--- config.mk ---
export PLATFORM = sky130hd
export DESIGN_NAME = height_color_ramp_flat
export DESIGN_NICKNAME = d
export VERILOG_FILES = /design/src/rtl/hcr_pkg.sv /design/src/rtl/hcr_if.sv /design/src/rtl/height_color_ramp.sv /design/src/rtl/hcr_div_pipe.sv /design/src/flat_wrapper.sv
export SDC_FILE = /design/constraint.sdc
export NUM_CORES = 2
export LEC_CHECK = 0
export BUFFER_PORTS_ARGS = -buffer_cell sky130_fd_sc_hd__buf_2
export CAP_MARGIN = 20
export CORE_MARGIN = 2
export CORE_UTILIZATION = 59
export CTS_BUF_LIST = sky130_fd_sc_hd__clkbuf_4 sky130_fd_sc_hd__clkbuf_8
export DETAILED_ROUTE_END_ITERATION = 16
export GPL_ROUTABILITY_DRIVEN = 0
export PLACE_DENSITY = 0.79
export SYNTH_ARGS = -nofsm -noshare
export SYNTH_HDL_FRONTEND = slang
export SYNTH_SLANG_ARGS = --single-unit
--- constraint.sdc ---
create_clock -name clk -period 9 [get_ports clk]
set_clock_uncertainty 0.15 [all_clocks]
set_input_delay 0.9 -clock clk [delete_from_list [all_inputs] [get_ports clk]]
set_output_delay 0.9 -clock clk [all_outputs]
set_load 0.1 [all_outputs]
--- src/rtl/hcr_pkg.sv ---
`default_nettype none

package hcr_pkg;

	// Ramp shape
	localparam int PALETTE_SIZE  = 8;
	localparam int FRACTION_BITS = 8;
	localparam int SEG_W         = $clog2(PALETTE_SIZE);

	// Fixed field widths
	localparam int HEIGHT_W   = 16;
	localparam int DIFF_W     = HEIGHT_W + 1;
	localparam int REM_W      = HEIGHT_W;
	localparam int COLOR_W    = 32;
	localparam int CHAN_W     = 8;
	localparam int NUM_CHAN   = COLOR_W / CHAN_W;
	localparam int PAIR_W     = 2 * COLOR_W;
	localparam int NUM_PAIRS  = 4;
	localparam int NUM_COLORS = 2 * NUM_PAIRS;
	localparam int CFG_IDX_W  = 3;
	localparam int CFG_DATA_W = PAIR_W;

	// Divider pipeline: quotient bits resolved per stage
	localparam int STEPS_PER_STAGE = 2;
	localparam int DIV_STAGES      = (FRACTION_BITS + STEPS_PER_STAGE - 1) / STEPS_PER_STAGE;
	// input stage + divider + map stage + output stage
	localparam int NUM_STAGES      = DIV_STAGES + 3;

	typedef enum logic [CFG_IDX_W-1:0] {
		REG_HEIGHT_MIN = 3'd0,
		REG_HEIGHT_MAX = 3'd1,
		REG_PAIR_0     = 3'd2,
		REG_PAIR_1     = 3'd3,
		REG_PAIR_2     = 3'd4,
		REG_PAIR_3     = 3'd5
	} cfg_reg_t;

	typedef struct packed {
		logic               ovr;
		logic [COLOR_W-1:0] oc;
		logic               zero;
		logic               one;
		logic [REM_W-1:0]   rem;
		logic [REM_W-1:0]   span;
	} div_in_t;

	typedef struct packed {
		logic                     ovr;
		logic [COLOR_W-1:0]       oc;
		logic                     zero;
		logic                     one;
		logic [FRACTION_BITS-1:0] quo;
	} div_out_t;

endpackage

`default_nettype wire

--- src/rtl/hcr_if.sv ---
`default_nettype none

interface hcr_point_if;
	logic                         valid;
	logic                         ready;
	logic [hcr_pkg::HEIGHT_W-1:0] height;
	logic                         has_override;
	logic [hcr_pkg::COLOR_W-1:0]  override_color;

	modport source (output valid, height, has_override, override_color, input ready);
	modport sink   (input valid, height, has_override, override_color, output ready);
endinterface

interface hcr_result_if;
	logic                        valid;
	logic                        ready;
	logic [hcr_pkg::COLOR_W-1:0] color;

	modport source (output valid, color, input ready);
	modport sink   (input valid, color, output ready);
endinterface

`default_nettype wire

--- src/rtl/height_color_ramp.sv ---
// Pipeline: an accepted point word passes the input stage, four divider stages at two
//   quotient bits each, the palette map and the blend/output register to its color word.
// Throughput: one word per cycle; each stage moves on when the stage after it is free.
// Reset (arst_n low, asynchronous): pipeline emptied, height_min 0, height_max 255,
//   all palette colors 0. No clearing pass; a point can be taken right after reset.
`default_nettype none

module height_color_ramp (
	input  wire logic                             clk,
	input  wire logic                             arst_n,
	input  wire logic                             cfg_we,
	input  wire logic [hcr_pkg::CFG_IDX_W-1:0]    cfg_index,
	input  wire logic [hcr_pkg::CFG_DATA_W-1:0]   cfg_data,
	hcr_point_if.sink                             point,
	hcr_result_if.source                          result
);
	import hcr_pkg::*;

	// ------------------------------------------------------------------
	// Configuration registers
	// ------------------------------------------------------------------
	logic signed [HEIGHT_W-1:0] height_min_q;
	logic signed [HEIGHT_W-1:0] height_max_q;
	logic        [PAIR_W-1:0]   pair_q [NUM_PAIRS];

	always_ff @(posedge clk or negedge arst_n) begin
		if (!arst_n) begin
			height_min_q <= '0;
			height_max_q <= HEIGHT_W'(255);
			for (int i = 0; i < NUM_PAIRS; i++) begin
				pair_q[i] <= '0;
			end
		end else if (cfg_we) begin
			unique case (cfg_reg_t'(cfg_index))
				REG_HEIGHT_MIN: height_min_q <= cfg_data[HEIGHT_W-1:0];
				REG_HEIGHT_MAX: height_max_q <= cfg_data[HEIGHT_W-1:0];
				REG_PAIR_0:     pair_q[0]    <= cfg_data;
				REG_PAIR_1:     pair_q[1]    <= cfg_data;
				REG_PAIR_2:     pair_q[2]    <= cfg_data;
				REG_PAIR_3:     pair_q[3]    <= cfg_data;
				default: ; // unused index, write dropped
			endcase
		end
	end

	// ------------------------------------------------------------------
	// Stall chain: a stage loads when it is empty or its word moves on
	// ------------------------------------------------------------------
	logic v_s1, v_s2, v_s3;
	logic en_s1, en_s2, en_s3;
	logic div_in_ready, div_out_valid;

	assign en_s3       = !v_s3 || result.ready;
	assign en_s2       = !v_s2 || en_s3;
	assign en_s1       = !v_s1 || div_in_ready;
	assign point.ready = en_s1;

	// ------------------------------------------------------------------
	// Stage 1: offset from height_min and span, both 17-bit signed
	// ------------------------------------------------------------------
	logic                       ovr_s1;
	logic [COLOR_W-1:0]         oc_s1;
	logic signed [DIFF_W-1:0]   diff_s1;
	logic signed [DIFF_W-1:0]   span_s1;

	always_ff @(posedge clk or negedge arst_n) begin
		if (!arst_n) begin
			v_s1 <= 1'b0;
		end else if (en_s1) begin
			v_s1 <= point.valid;
		end
	end

	always_ff @(posedge clk) begin
		if (en_s1) begin
			ovr_s1  <= point.has_override;
			oc_s1   <= point.override_color;
			diff_s1 <= DIFF_W'(signed'(point.height)) - DIFF_W'(height_min_q);
			span_s1 <= DIFF_W'(height_max_q) - DIFF_W'(height_min_q);
		end
	end

	// ------------------------------------------------------------------
	// Divider: n = (diff << FRACTION_BITS) / span, only meaningful for
	// 0 < diff < span. Outside that window the end flags decide n.
	// The rem/span words fit 16 bits inside that window.
	// ------------------------------------------------------------------
	div_in_t  div_in;
	div_out_t div_out;

	assign div_in = '{
		ovr:  ovr_s1,
		oc:   oc_s1,
		zero: (span_s1 <= 0) || (diff_s1 <= 0),
		one:  diff_s1 >= span_s1,
		rem:  diff_s1[REM_W-1:0],
		span: span_s1[REM_W-1:0]
	};

	hcr_div_pipe u_div (
		.clk       (clk),
		.arst_n    (arst_n),
		.in_valid  (v_s1),
		.in_ready  (div_in_ready),
		.in_word   (div_in),
		.out_valid (div_out_valid),
		.out_ready (en_s2),
		.out_word  (div_out)
	);

	// ------------------------------------------------------------------
	// Stage 2: segment / fraction and palette pick
	// ------------------------------------------------------------------
	localparam int SCALED_W = FRACTION_BITS + 1 + SEG_W;

	logic [COLOR_W-1:0]       color_pal [NUM_COLORS];
	logic [PAIR_W-1:0]        seg_pair  [PALETTE_SIZE];  // {upper neighbor, lower}
	logic [FRACTION_BITS:0]   n_val;
	logic [SCALED_W-1:0]      scaled;
	logic [SEG_W:0]           seg_full;
	logic [SEG_W-1:0]         seg;

	// per-segment neighbor pairs are fixed wiring, so one indexed read suffices;
	// the top segment pairs the last color with itself
	always_comb begin
		for (int i = 0; i < NUM_PAIRS; i++) begin
			color_pal[2*i]   = pair_q[i][COLOR_W-1:0];
			color_pal[2*i+1] = pair_q[i][PAIR_W-1:COLOR_W];
		end
		for (int s = 0; s < PALETTE_SIZE; s++) begin
			seg_pair[s] = {color_pal[(s + 1 < PALETTE_SIZE) ? s + 1 : PALETTE_SIZE - 1],
			               color_pal[s]};
		end
	end

	always_comb begin
		if (div_out.zero) begin
			n_val = '0;
		end else if (div_out.one) begin
			n_val = (FRACTION_BITS+1)'(1) << FRACTION_BITS;
		end else begin
			n_val = {1'b0, div_out.quo};
		end
		scaled   = SCALED_W'(n_val) * SCALED_W'(PALETTE_SIZE - 1);
		seg_full = scaled[SCALED_W-1:FRACTION_BITS];
		if (seg_full > (SEG_W+1)'(PALETTE_SIZE - 1)) begin
			seg = SEG_W'(PALETTE_SIZE - 1);
		end else begin
			seg = seg_full[SEG_W-1:0];
		end
	end

	logic                     ovr_s2;
	logic [COLOR_W-1:0]       oc_s2;
	logic [COLOR_W-1:0]       ca_s2;
	logic [COLOR_W-1:0]       cb_s2;
	logic [FRACTION_BITS-1:0] frac_s2;

	always_ff @(posedge clk or negedge arst_n) begin
		if (!arst_n) begin
			v_s2 <= 1'b0;
		end else if (en_s2) begin
			v_s2 <= div_out_valid;
		end
	end

	always_ff @(posedge clk) begin
		if (en_s2) begin
			ovr_s2  <= div_out.ovr;
			oc_s2   <= div_out.oc;
			ca_s2   <= seg_pair[seg][COLOR_W-1:0];
			cb_s2   <= seg_pair[seg][PAIR_W-1:COLOR_W];
			frac_s2 <= scaled[FRACTION_BITS-1:0];
		end
	end

	// ------------------------------------------------------------------
	// Stage 3: per-channel blend, override select, output register.
	// The step toward b never exceeds |b - a| since frac < 1, so the
	// channel stays inside 0..255 and needs no clamp.
	// ------------------------------------------------------------------
	localparam int PROD_W = FRACTION_BITS + CHAN_W;

	function automatic logic [CHAN_W-1:0] blend_chan(
		input logic [CHAN_W-1:0]        a,
		input logic [CHAN_W-1:0]        b,
		input logic [FRACTION_BITS-1:0] f
	);
		logic [CHAN_W-1:0] delta;
		logic [PROD_W-1:0] prod;
		logic [CHAN_W-1:0] step;
		delta = (b >= a) ? b - a : a - b;
		prod  = PROD_W'(f) * PROD_W'(delta);
		step  = prod[PROD_W-1:FRACTION_BITS];
		return (b >= a) ? a + step : a - step;
	endfunction

	logic [COLOR_W-1:0] blended;
	logic [COLOR_W-1:0] color_s3;

	always_comb begin
		for (int c = 0; c < NUM_CHAN; c++) begin
			blended[c*CHAN_W +: CHAN_W] = blend_chan(ca_s2[c*CHAN_W +: CHAN_W],
			                                         cb_s2[c*CHAN_W +: CHAN_W], frac_s2);
		end
	end

	always_ff @(posedge clk or negedge arst_n) begin
		if (!arst_n) begin
			v_s3 <= 1'b0;
		end else if (en_s3) begin
			v_s3 <= v_s2;
		end
	end

	always_ff @(posedge clk) begin
		if (en_s3) begin
			color_s3 <= ovr_s2 ? oc_s2 : blended;
		end
	end

	assign result.valid = v_s3;
	assign result.color = color_s3;

endmodule

`default_nettype wire

--- src/rtl/hcr_div_pipe.sv ---
`default_nettype none

// Restoring divider, rem/span -> FRACTION_BITS quotient bits, two bits per stage.
// Requires rem < span. Each stage stalls only when it holds a word that cannot move.
module hcr_div_pipe (
	input  wire logic             clk,
	input  wire logic             arst_n,
	input  wire logic             in_valid,
	output logic                  in_ready,
	input  wire hcr_pkg::div_in_t in_word,
	output logic                  out_valid,
	input  wire logic             out_ready,
	output hcr_pkg::div_out_t     out_word
);
	import hcr_pkg::*;

	typedef struct packed {
		div_in_t                  w;
		logic [FRACTION_BITS-1:0] quo;
	} stage_t;

	logic   v_sd    [DIV_STAGES];
	stage_t word_sd [DIV_STAGES];
	stage_t nxt     [DIV_STAGES];
	logic   [DIV_STAGES:0] en;

	function automatic stage_t div_step(input stage_t s);
		stage_t         r;
		logic [REM_W:0] rem2;
		logic           qb;
		r    = s;
		rem2 = {s.w.rem, 1'b0};
		qb   = rem2 >= {1'b0, s.w.span};
		if (qb) begin
			r.w.rem = REM_W'(rem2 - {1'b0, s.w.span});
		end else begin
			r.w.rem = rem2[REM_W-1:0];
		end
		r.quo = {s.quo[FRACTION_BITS-2:0], qb};
		return r;
	endfunction

	// backpressure chain, last stage first
	always_comb begin
		en[DIV_STAGES] = out_ready;
		for (int k = DIV_STAGES - 1; k >= 0; k--) begin
			en[k] = !v_sd[k] || en[k+1];
		end
	end

	assign in_ready = en[0];

	always_comb begin
		for (int k = 0; k < DIV_STAGES; k++) begin
			if (k == 0) begin
				nxt[k] = {in_word, FRACTION_BITS'(0)};
			end else begin
				nxt[k] = word_sd[k-1];
			end
			for (int j = 0; j < STEPS_PER_STAGE; j++) begin
				if (k * STEPS_PER_STAGE + j < FRACTION_BITS) begin
					nxt[k] = div_step(nxt[k]);
				end
			end
		end
	end

	always_ff @(posedge clk or negedge arst_n) begin
		if (!arst_n) begin
			for (int k = 0; k < DIV_STAGES; k++) begin
				v_sd[k] <= 1'b0;
			end
		end else begin
			for (int k = 0; k < DIV_STAGES; k++) begin
				if (en[k]) begin
					v_sd[k] <= (k == 0) ? in_valid : v_sd[k-1];
				end
			end
		end
	end

	always_ff @(posedge clk) begin
		for (int k = 0; k < DIV_STAGES; k++) begin
			if (en[k]) begin
				word_sd[k] <= nxt[k];
			end
		end
	end

	assign out_valid = v_sd[DIV_STAGES-1];
	assign out_word  = '{
		ovr:  word_sd[DIV_STAGES-1].w.ovr,
		oc:   word_sd[DIV_STAGES-1].w.oc,
		zero: word_sd[DIV_STAGES-1].w.zero,
		one:  word_sd[DIV_STAGES-1].w.one,
		quo:  word_sd[DIV_STAGES-1].quo
	};

endmodule

`default_nettype wire

--- src/flat_wrapper.sv ---
// flat-port wrapper written by rule: the top's interface ports become plain ports
module height_color_ramp_flat import hcr_pkg::*;
  (clk, arst_n, cfg_we, cfg_index, cfg_data, point_valid, point_height, point_has_override, point_override_color, point_ready, result_valid, result_color, result_ready);
  hcr_point_if point_i ();
  hcr_result_if result_i ();
  input  wire logic clk;
  input  wire logic arst_n;
  input  wire logic cfg_we;
  input  wire logic [hcr_pkg::CFG_IDX_W-1:0] cfg_index;
  input  wire logic [hcr_pkg::CFG_DATA_W-1:0] cfg_data;
  input wire logic [$bits(point_i.valid)-1:0] point_valid;
  input wire logic [$bits(point_i.height)-1:0] point_height;
  input wire logic [$bits(point_i.has_override)-1:0] point_has_override;
  input wire logic [$bits(point_i.override_color)-1:0] point_override_color;
  output wire logic [$bits(point_i.ready)-1:0] point_ready;
  output wire logic [$bits(result_i.valid)-1:0] result_valid;
  output wire logic [$bits(result_i.color)-1:0] result_color;
  input wire logic [$bits(result_i.ready)-1:0] result_ready;
  assign point_i.valid = point_valid;
  assign point_i.height = point_height;
  assign point_i.has_override = point_has_override;
  assign point_i.override_color = point_override_color;
  assign point_ready = point_i.ready;
  assign result_valid = result_i.valid;
  assign result_color = result_i.color;
  assign result_i.ready = result_ready;
  height_color_ramp u_core (.clk(clk), .arst_n(arst_n), .cfg_we(cfg_we), .cfg_index(cfg_index), .cfg_data(cfg_data), .point(point_i), .result(result_i));
endmodule
# Word-level counts from Yosys, hierarchy flattened
# Memories as Yosys holds them, arrays and structs flattened.
# Index checks and enable logic that the tools add are counted.
# word_totals
ff_bits,499
latch_bits,0
mem_bits_rw,300
rom_bits,0
wordCells,131
n_memories,1
# op_classes
add_sub_neg,26
mul,5
n_div,0
order_cmp,17
n_eq_ne,5
n_shift,0
muxes,31
bitwise,1
reduce_logical,22
# memory_table
name,depth,word_bits,rd,rd_ports_with_merged_regs,wr,line,rtl
u_core.u_div.word_sd,4,75,4,0,4,hcr_div_pipe.sv:23,stage_t word_sd [DIV_STAGES];
# ops
cell,count
$bmux W64 S3,1
$ge A17 B16 Y1,8
$mux W16,8
$mux W64,2
$sub A16 B16 Y16,8
$sub A8 B8 Y8,12
$mul A8 B8 Y16,4
$mux W8,8
$le A17 B1 Y1 const B,2
$sub A16 B16 Y17,2
$add A8 B8 Y8,4
$ge A8 B8 Y1,4
$mux W32,1
$mux W9,2
$ge A17 B17 Y1,1
$mul A9 B3 Y12 const B,1
$reduce_and A2 Y1,6
$logic_or A1 B1 Y1,8
$mux W1,8
$logic_not A1 Y1,7
$eq A3 B2 Y1 const B,2
$eq A3 B3 Y1 const B,2
$ge A4 B4 Y1 const B,1
$gt A4 B3 Y1 const B,1
other kinds (4),4

# Logic depth before layout (Yosys ltp)
# An unclocked memory read counts as a cell.
# logic_depth
ltp_word,10
depth_mapped,44

# Hierarchy
# Synthesis repeated with hierarchy kept, for this count alone.
# hier_totals
hier_cells,4525
hier_area_um2,50078.0
# modules_own_cells
module,n_inst,cells_each,area_each_um2
height_color_ramp,1,3301,35332.6
hcr_div_pipe,1,1224,14745.4

# Worst setup path after synthesis
# No wires, ideal clock.
# synth_path
path_type,reg2reg
start,register u_core.cb_s2[16]
end,"register u_core.color_s3[23], in the netlist u_core.result.color[23] (data pin)"
setup_time_ps,259
arrival_time_ps,9012
required_time_ps,8591
slack_ps,-421
path_stages_with_launch,44
n_path_buf,0
synth_period_minus_slack_ps,9421
cell_sequence,edfxtp_1 > inv_1 > ha_1 > inv_1 > fa_1 > a21o_1 > a21oi_1 > a31oi_1 > o21ai_1 > nand2_1 > mux2_2 > o22a_1 > nor4b_1 > a211oi_2 > nand2_1 > fa_1 > fa_1 > inv_1 > (+8 left out) > mux2_2 > nor3_1 > a21oi_1 > xor2_1 > ha_1 > nand2_1 > o21ai_0 > ha_1 > a21o_1 > a21oi_1 > o21bai_1 > a2111oi_0 > nor4_1 > nor4_1 > a21oi_1 > o211ai_1 > a211o_1 > nand3_1
# synth_via
elab_chain_len,6
# synth_lines
item,line,rtl
from (decl),height_color_ramp.sv:156,logic [COLOR_W-1:0] cb_s2;
from (signal assigned),height_color_ramp.sv:172,cb_s2 <= seg_pair[seg][PAIR_W-1:COLOR_W];
$sub A8 B8 Y8 / $ge A8 B8 Y1 (equally long branches),"height_color_ramp.sv:192, height_color_ramp.sv:195",
$mux W8,height_color_ramp.sv:192,delta = (b >= a) ? b - a : a - b;
$mul A8 B8 Y16,height_color_ramp.sv:193,prod = PROD_W'(f) * PROD_W'(delta);
$sub A8 B8 Y8 / $add A8 B8 Y8 (equally long branches),height_color_ramp.sv:195,return (b >= a) ? a + step : a - step;
$mux W8 (*),height_color_ramp.sv:195,
$mux W32 (*),height_color_ramp.sv:218,color_s3 <= ovr_s2 ? oc_s2 : blended;
to (signal assigned),height_color_ramp.sv:218,
to (decl),height_color_ramp.sv:199,logic [COLOR_W-1:0] color_s3;
# Mark *: on every way between the ends. The rest lies on a longest branch, timed or not.
# A chain may end at the register's enable or synchronous reset.

# Final worst setup path
# layout_path
start,register u_core.cb_s2[0]
end,"register u_core.color_s3[7], in the netlist u_core.result.color[7] (data pin)"
# Same word-level chain as after synthesis.

==> reports/results.txt <==
Period utilisation layout: 102%
Vias in the first global route: 36.7k
Layout area overhead: 14.3%
Actual slew at the worst max-slew pin: 1.12 ns
Arrival @ worst endpoint: 9.54 ns
Cell Area, Synth: 50400 um^2
Number of remaining DRC errors: 0
Vert. Die Dim: 296 um
CP startpoint: u_core.cb_s2[0]
Met3 wire length: 8.50 mm
Number of levels in the clock H-tree: 3
Startpoint Class: register
Number of cell instances on the worst register-to-register path: 41
Syn. warnings: 0
Violated checks: setup timing
Largest net degree at the start of global routing: 184
Critical Path Sink Type: register
Clock edge transition at the registers on the reported setup and hold paths: 0.08 ns
Run status: finished with violations
Share of final-layout standard cells stronger than drive strength 1: 23.2%
Kind of cell with the highest combined delay on the critical path: compound AO/OA/AOI/OAI gates
Hold WC Path Type: in -> async
Unrepaired setup endpoints after global routing: yes
GRT Residual Overflow: 0
Placement Cell Area: 53900 um^2
Buf+Inv Stages, Crit Path: 7
Total global routing track utilization: 28.4%
Final-stage net count: 5659
Max Fclk: 0.109 GHz
CTS Buf Count: 115
Horizontal die dimension: 296 um
Sink count of the clock tree: 755
Detailed-route wire length: 125 mm
Buffers on Ports: 154
Post-route worst hold slack: 0.0680 ns
Top Layer Used: met5
Final WS setup: -0.197 ns
Crit-path max cell delay: 0.49 ns
Number of DRC markers in iteration 0: 2628
Post-synth net total: 5282
Fraction of the core area covered by cells at the end of the flow: 67.9%
Sequential fraction of the synthesis area: 42.1%
Met1 Routed Length: 52.5 mm
Area of the die: 87800 um^2
Area of the multi-input gates: 27700 um^2
Register bit total from synthesis: 755
Number of iterations in the first detailed-routing pass: 5
Peak fanout along the critical path: 6
Worst rel slew slack: 25.5%
Initial standard-cell utilization of the core: 59.4%
CTS tree: done
Average wire per cell in the routed design: 20.2 um
Total number of vias: 37.0k
Global-route wire length before repair: 196 mm
Finished layout cell area: 57600 um^2
Final setup violation count: 3
Met2 wire length: 59.2 mm
Post-synthesis area per instance: 11.0 um^2
Worst reg2reg path endpoint: u_core.result.color[7]
Period minus WS final: 9.20 ns
Number of logic stages on the critical path including buffering: 41
Crit path to: u_core.result.color[7]
Number of nets with antenna violations after detailed routing: 0
Antenna violations before repair: 13
Std-Cell Rows: 107
Placeable core area: 84900 um^2
Pre-CTS worst setup slack: -0.588 ns
Top-level I/O count: 155
Fillers: 6088
Clock insertion delay at the later pin of the skew report: 0.78 ns
Area used by sequential logic in the layout: 21200 um^2
Number of max-slew violations in the final report: 0
Setup slack, reg-to-reg: -0.20 ns
Clock root buffer: clkbuf_8
Worst setup path category: reg -> reg
R2r startpoint: u_core.cb_s2[0]
Maximum capacitance violations: 0
HPWL Detailed: 87.8 mm
Synth Flop Type: edfxtp_1
Slowest cell on the critical path: fa_1
Via count normalized by instance count: 5.96
Hold violation count in the final report: 0
Share of synthesized registers carrying an async set or reset: 39.1%
Number of enable-type register cells in the synthesized netlist: 460
WP data required: 9.35 ns
Gate count after technology mapping: 4585
Worst-case clock buffer depth: 3
Distinct cell type count after synthesis: 97
==> metrics by stage <==
step | setup TNS [ns] | instances
finish | -0.376 | 6213
global route | -3.11 | 6212
CTS | -0.244 | 6185
detailed placement | -1.87 | 5943
global placement | -0.585 | 5943
floorplan | 0 | 4585
==> synthesized netlist by cell type, drive strengths merged, types with 35 or more instances <==
master	instances	area, um^2
o21ai	146	738
a21oi	203	1030
clkbuf	129	484
nand3	144	721
mux2	351	3950
a32o	36	360
and2	170	1060
o22ai	66	413
inv	446	1670
mux2i	96	961
xnor2	134	1170
xor2	60	526
nand2	329	1230
nor2b	91	569
edfxtp	460	13800
a21o	71	533
dfrtp	287	7180
nor3	60	300
ha	409	5120
fa	167	3340
o221ai	36	315
nor2	155	582
o21a	67	503
nand2b	35	219
==> worst min-delay path by stage <==
| stage | slack [ns] | from | cells past startpoint | end |
|---|---|---|---|---|
| 3_3_place_gp | 0.25 | u_core.u_div.word_sd[3][43] | 0 | u_core.oc_s2[1] |
| 3_5_place_dp | 0.25 | u_core.u_div.word_sd[3][70] | 0 | u_core.oc_s2[28] |
| 6_report | 0.07 | arst_n | 1 | u_core.color_pal[56] |
| 5_1_grt | 0.11 | arst_n | 1 | u_core.color_pal[184] |
| 2_1_floorplan | 0.25 | u_core.u_div.word_sd[3][42] | 0 | u_core.oc_s2[0] |
| 4_1_cts | 0.04 | arst_n | 1 | u_core.color_pal[18] |
==> worst reg2reg max path: cells and delay by family, from the launching register on <==
kind                     cells  cell delay, ns
AO/OA/AOI/OAI               15            2.90
XOR/XNOR                     4            0.58
adder cells (fa/ha/maj)      8            2.86
buffers and inverters        7            0.57
flip-flops                   1            0.41
multiplexers                 1            0.33
AND/OR/NAND/NOR              6            1.12
==> placed cells by master (no fill, tap or decap), types with 65 or more instances in the layout <==
master / count
a21o_1: 69
a21oi_1: 184
and2_1: 168
buf_2: 153
buf_4: 260
clkbuf_8: 137
dfrtp_1: 287
edfxtp_1: 460
fa_1: 162
ha_1: 396
inv_1: 440
mux2_2: 348
mux2i_1: 88
nand2_1: 323
nand3_1: 139
nor2_1: 151
nor2b_1: 89
o21a_1: 67
o21ai_0: 117
o22ai_1: 65
xnor2_1: 127
==> state kept, by name, indices dropped and copies added (netlist names) <==
name,count
u_core.color_pal,256
u_core.u_div.word_sd,256
u_core.ca_s2,32
u_core.cb_s2,32
u_core.oc_s1,32
u_core.oc_s2,32
u_core.result.color,32
u_core.diff_s1,17
u_core.span_s1,17
u_core.height_max_q,16
u_core.height_min_q,16
u_core.frac_s2,8
u_core.u_div.v_sd,3
u_core.ovr_s1,1
u_core.ovr_s2,1
u_core.result.valid,1
u_core.u_div.out_valid,1
u_core.v_s1,1
u_core.v_s2,1
==> per-layer routing <==
layer | GRT usage, % | vias up
met1 | 37.4 | 18200
li1 | - | 17200
met4 | 12.3 | 12
met5 | 0 | -
met2 | 46.7 | 1351
met3 | 4.41 | 294
==> cells by family after synthesis <==
group           count (synthesis)  synth area share, %
simple gates                 1132                 11.3
flops                         755                 42.1
compound gates                872                 12.0
xor+xnor                      194                 3.37
fa+ha+maj                     576                 16.8
buf+inv                       609                 4.64
mux                           447                 9.75
==> cell type report <==
type | count | area share, %
inverter | 446 | 2.91
antenna | 5 | 0.0217
clock buffer | 173 | 3.74
tap | 1144 | 2.49
timing repair buffer | 423 | 4.95
clock inverter | 46 | 0.975
sequential | 755 | 36.8
multi-input combinational | 3221 | 48.1
==> repair_timing <==
action                     CTS  global route
setup endpoints to repair   10            16
buffers inserted            23            21
cloned                       0             0
hold buffers                 0             0
pin swaps                   49            77
gates resized for setup     37           105
Power is left out: the tool's default activity adds up to more than one toggle a clock period on the data nets, which glitch-free logic cannot reach.
